File: config.mk
export PLATFORM = sky130hd
export DESIGN_NAME = wfc_ram
export DESIGN_NICKNAME = d
export VERILOG_FILES = /design/src/wfc_ram.sv
export SDC_FILE = /design/constraint.sdc
export NUM_CORES = 2
export LEC_CHECK = 0
export BUFFER_PORTS_ARGS = -buffer_cell sky130_fd_sc_hd__buf_2
export CORE_ASPECT_RATIO = 1.25
export CORE_MARGIN = 2
export CORE_UTILIZATION = 42
export CTS_CLUSTER_SIZE = 10
export DETAILED_ROUTE_END_ITERATION = 7
export SLEW_MARGIN = 25
export SYNTH_ARGS = -nofsm -noshare
export SYNTH_HDL_FRONTEND = slang
export SYNTH_SLANG_ARGS = --single-unit
File: constraint.sdc
create_clock -name clk -period 8.2 [get_ports clk]
set_input_delay 0.41 -clock clk [delete_from_list [all_inputs] [get_ports clk]]
set_output_delay 0.41 -clock clk [all_outputs]
set_load 0.01 [all_outputs]
File: src/wfc_ram.sv
// generic single write port ram with registered read
// depends on nothing

module wfc_ram #(
  parameter int WIDTH = 64,
  parameter int DEPTH = 64
) (
  input  logic                     clk,
  input  logic                     we,
  input  logic [$clog2(DEPTH)-1:0] waddr,
  input  logic [WIDTH-1:0]         wdata,
  input  logic [$clog2(DEPTH)-1:0] raddr,
  output logic [WIDTH-1:0]         rdata
);

  logic [WIDTH-1:0] mem [DEPTH];

  always_ff @(posedge clk) begin
    if (we) begin
      mem[waddr] <= wdata;
    end
    rdata <= mem[raddr];
  end

endmodule

==> flow_summary.yaml <==
status:
  run_status: "finished, violations left"
  violations_in_the_final_reports: "hold timing"
routing:
  met2WireLength_mm: 227
  detailroute.via_count: 75100
  postRouteAntennaNets: 0
  dr.max_layer_used: "met5"
  post_drt_wl_per_cell_um: 35.8
  dr.first_iter.drc_count: 9249
  totalWireLength_mm: 440
  route.detailed.drc: 0
  routed_via_density: 6.11
  wl_met1_mm: 168
  firstDrtPassIters: 5
  met3RoutedLength_mm: 31.5
clock_network:
  clock-root-buffer: "sky130_fd_sc_hd__clkbuf_16"
  cts-resized-gates: 0
  clock_tree.buffer_depth: 4
  clkSinkCount: 4160
  post-cts-setup-buffer-count: 0
  cts_hold_buffers: 1
  cts_tree: "done"
  clk_pin_slew_worst_paths_ps: 60
  cts-htree-levels: 5
  clock_latency_ps: 960
  tritoncts.num_buffers: 459
worst_setup_path:
  worst_ep_arrival_time_ps: 3940
  path_depth_of_the_worst_reg2reg_path: 5
  max_stage_delay_ps: 770
  critical_path_class: "input pin to register"
  regToRegStartpoint: "mem[10][62]"
  start_kind: "input pin"
  timing.critical_path.cells: "buf_8, buf_4, buf_4, mux4_2, or3_1, a41oi_1, a211oi_1"
  cp.required_ps: 8950
  critical_path.slowest_cell: "sky130_fd_sc_hd__buf_4"
  crit-reg2reg-capture: "rdata[62]"
  worst-r2r-setup-slack_ps: 6200
  critical_path.endpoint_type: "register"
  timing.critical_path.buf_inv: 3
  critical_path.top_delay_family: "buffers and inverters"
  crit_fanout: 89
  crit_path_frequent_cell: "sky130_fd_sc_hd__buf_4"
placement:
  placedCellCount: 11500
  hpwl_mm: 228
  buffer_ports.inserted: 141
  gpl.final_weighted_congestion: 0.785
  placed_cell_area_mm2: 0.164
finish:
  most-common-layout-cells: "sky130_fd_sc_hd__edfxtp_1 (4096), sky130_fd_sc_hd__mux4_2 (1024), sky130_fd_sc_hd__clkbuf_16 (463)"
  finalInstanceArea_mm2: 0.177
  fin_cells: 12300
  flow.area_growth_from_synthesis_pct: 13.4
  n_fill_cell: 29700
  final_nets: 7104
  ratio_of_cells_with_drive_above_1_in_the_final_layout_pct: 26.5
  layout.cells.most_common: "sky130_fd_sc_hd__edfxtp_1"
  finalCoreUtilization_pct: 47.8
synthesis:
  syn_inst: 6598
  post_synth.cell_area_avg_um2: 23.7
  synthXorXnorAreaFrac_pct: 0
  yosys-top-cells-area: "sky130_fd_sc_hd__edfxtp_1 (79%), sky130_fd_sc_hd__mux4_2 (15%), sky130_fd_sc_hd__mux2i_1 (0.86%), sky130_fd_sc_hd__dfxtp_1 (0.82%), sky130_fd_sc_hd__a22oi_1 (0.81%)"
  dominant_combinational_cell_family_by_area_after_synthesis: "multiplexers"
  synth.distinct_cells: 33
  synth_largest_area_cell: "sky130_fd_sc_hd__edfxtp_1"
  post_synth_and_or_nand_nor_area_fraction_pct: 1.24
  synthAdderAreaFrac_pct: 0
  synth-main-ff-cell: "sky130_fd_sc_hd__edfxtp_1"
  synth.yosys.warnings: 0
  fraction_of_post_synthesis_cell_area_in_the_top_cell_type_by_area_pct: 78.7
  synth_nets: 6676
  syn_area_mm2: 0.156
  async_flop_share_pct: 0
  muxShareOfSynthArea_pct: 15.6
  postSynthRegisterBits: 4160
  area_fraction_in_compound_gates_after_synthesis_pct: 2.48
  yosysSeqAreaShare_pct: 79.5
  synth-edff-count: 4096
floorplanning:
  floorplan.initialDensity_pct: 42.2
  floorplan.die.width_um: 550
  core-area_mm2: 0.371
  die_h_um: 686
  die-area_mm2: 0.377
  number_of_primary_i_o_pins: 142
  fp_rows: 250
timing:
  setup_tns_ps: 0
  setup-violations-final: 0
  layout_skew_ps: 61.7
  worst_slew_pin_slew_ps: 1110
  max_freq_mhz: 313
  hold_viol: 11
  drv_slew: 0
  layout_min_cycle_time_ps: 3200
  period_share_pct: 39.0
  fin_worst_hold_slack_ps: -10.3
  relative_max_transition_margin_pct: 26.3
  unrepaired_setup_endpoints_after_global_routing: "false"
global_routing:
  via_count_of_the_first_global_routing_pass: 76800
  grt_pass1_wl_mm: 612
  grt_start_max_net_pins: 117
  overflow: 0
  track_usage_pct: 23.2
  number_of_antenna_violations_at_the_first_check_in_global_routing: 28
power:
  max-vdd-ir-drop_mv: 0.195
  p_leak_nw: 54.6
  pwr_density_cell_mw_per_mm2: 249
worst_hold_path:
  worst_hold_startpoint: "wdata[15]"
  worst_hold_path.num_cells: 1
  min-delay-path-class: "input pin to register"
  hold-path-endpoint: "mem[56][15]"
run:
  max_cap_violations: 0
-- layer usage --
layer	up-vias	GRT usage, %
met1	41700	30.5
li1	29300	-
met3	709	3.32
met2	3405	40.0
met5	-	0
met4	10	7.07
-- per-stage QoR --
| stage | total power, mW | setup slack (ps) |
|---|---|---|
| floorplan | 25.2 | 2350 |
| global placement | 26.1 | 4210 |
| detailed placement | 26.1 | 4220 |
| CTS | 44.4 | 5180 |
| global route | 45.3 | 4990 |
| finish | 44.1 | 5000 |
-- cells by family (layout without fill, tap and decap cells) --
logic type / after synthesis / count (layout)
flops: 4160 / 4160
other cells: 0 / 10
mux: 1159 / 1159
buf+inv: 389 / 1162
simple gates: 386 / 386
compound gates: 504 / 504
-- how the worst max path moves through the flow --
stage,endpoint,start,cells after the start,slack (ps)
floorplan,mem[48][0],waddr[3],4,2350
global placement,rdata[14],raddr[0],7,4210
detailed placement,rdata[11],raddr[2],7,4220
CTS,rdata[11],raddr[2],7,5180
global route,rdata[54],raddr[0],8,4990
finish,rdata[11],raddr[2],7,5000
-- worst register-to-register path: stages, from the launching register on --
cell and delay (ps):
sky130_fd_sc_hd__edfxtp_1 420, sky130_fd_sc_hd__mux4_2 470, sky130_fd_sc_hd__nor2b_1 160, sky130_fd_sc_hd__a211oi_1 230, sky130_fd_sc_hd__o22ai_1 290, sky130_fd_sc_hd__and3_1 280
-- sequential cells by signal, summed over array words and instances (netlist names) --
register	flops
mem	4096
rdata	64
-- final cells by class --
| cell class | instances | area (um2) | share of cell area (%) |
|---|---|---|---|
| diodes | 10 | 25.0 | 0.0141 |
| clock buffers | 786 | 12800 | 7.22 |
| flip-flops and latches | 4160 | 124000 | 70.1 |
| inverters | 19 | 71.3 | 0.0402 |
| multi-input cells | 2049 | 30800 | 17.4 |
| well taps | 4914 | 6150 | 3.47 |
| clock inverters | 20 | 269 | 0.152 |
| repair buffers | 337 | 2900 | 1.63 |
-- report_power, final --
group / switching (mW) / leakage, nW / internal [mW]
clock: 7.94 / 6.21 / 10.5
sequential: 0.114 / 37.4 / 23.6
combinational: 1.25 / 11.0 / 0.730
total: 9.30 / 54.6 / 34.8
-- Yosys cell counts (20+ instances only) --
cell type and number:
sky130_fd_sc_hd__nor2b_1 28, sky130_fd_sc_hd__o221ai_1 38, sky130_fd_sc_hd__buf_2 170, sky130_fd_sc_hd__buf_4 34
sky130_fd_sc_hd__a41oi_1 26, sky130_fd_sc_hd__a22o_1 88, sky130_fd_sc_hd__a211oi_1 63, sky130_fd_sc_hd__mux4_2 1024
sky130_fd_sc_hd__clkbuf_1 140, sky130_fd_sc_hd__or2_2 28, sky130_fd_sc_hd__nor2_1 112, sky130_fd_sc_hd__edfxtp_1 4096
sky130_fd_sc_hd__a22oi_1 168, sky130_fd_sc_hd__dfxtp_1 64, sky130_fd_sc_hd__o22ai_1 83, sky130_fd_sc_hd__nand3_1 45
sky130_fd_sc_hd__nand2_1 58, sky130_fd_sc_hd__or3_1 29, sky130_fd_sc_hd__buf_1 20, sky130_fd_sc_hd__mux2i_1 135
sky130_fd_sc_hd__and3_1 64
Power figures use the tool's default switching activity.
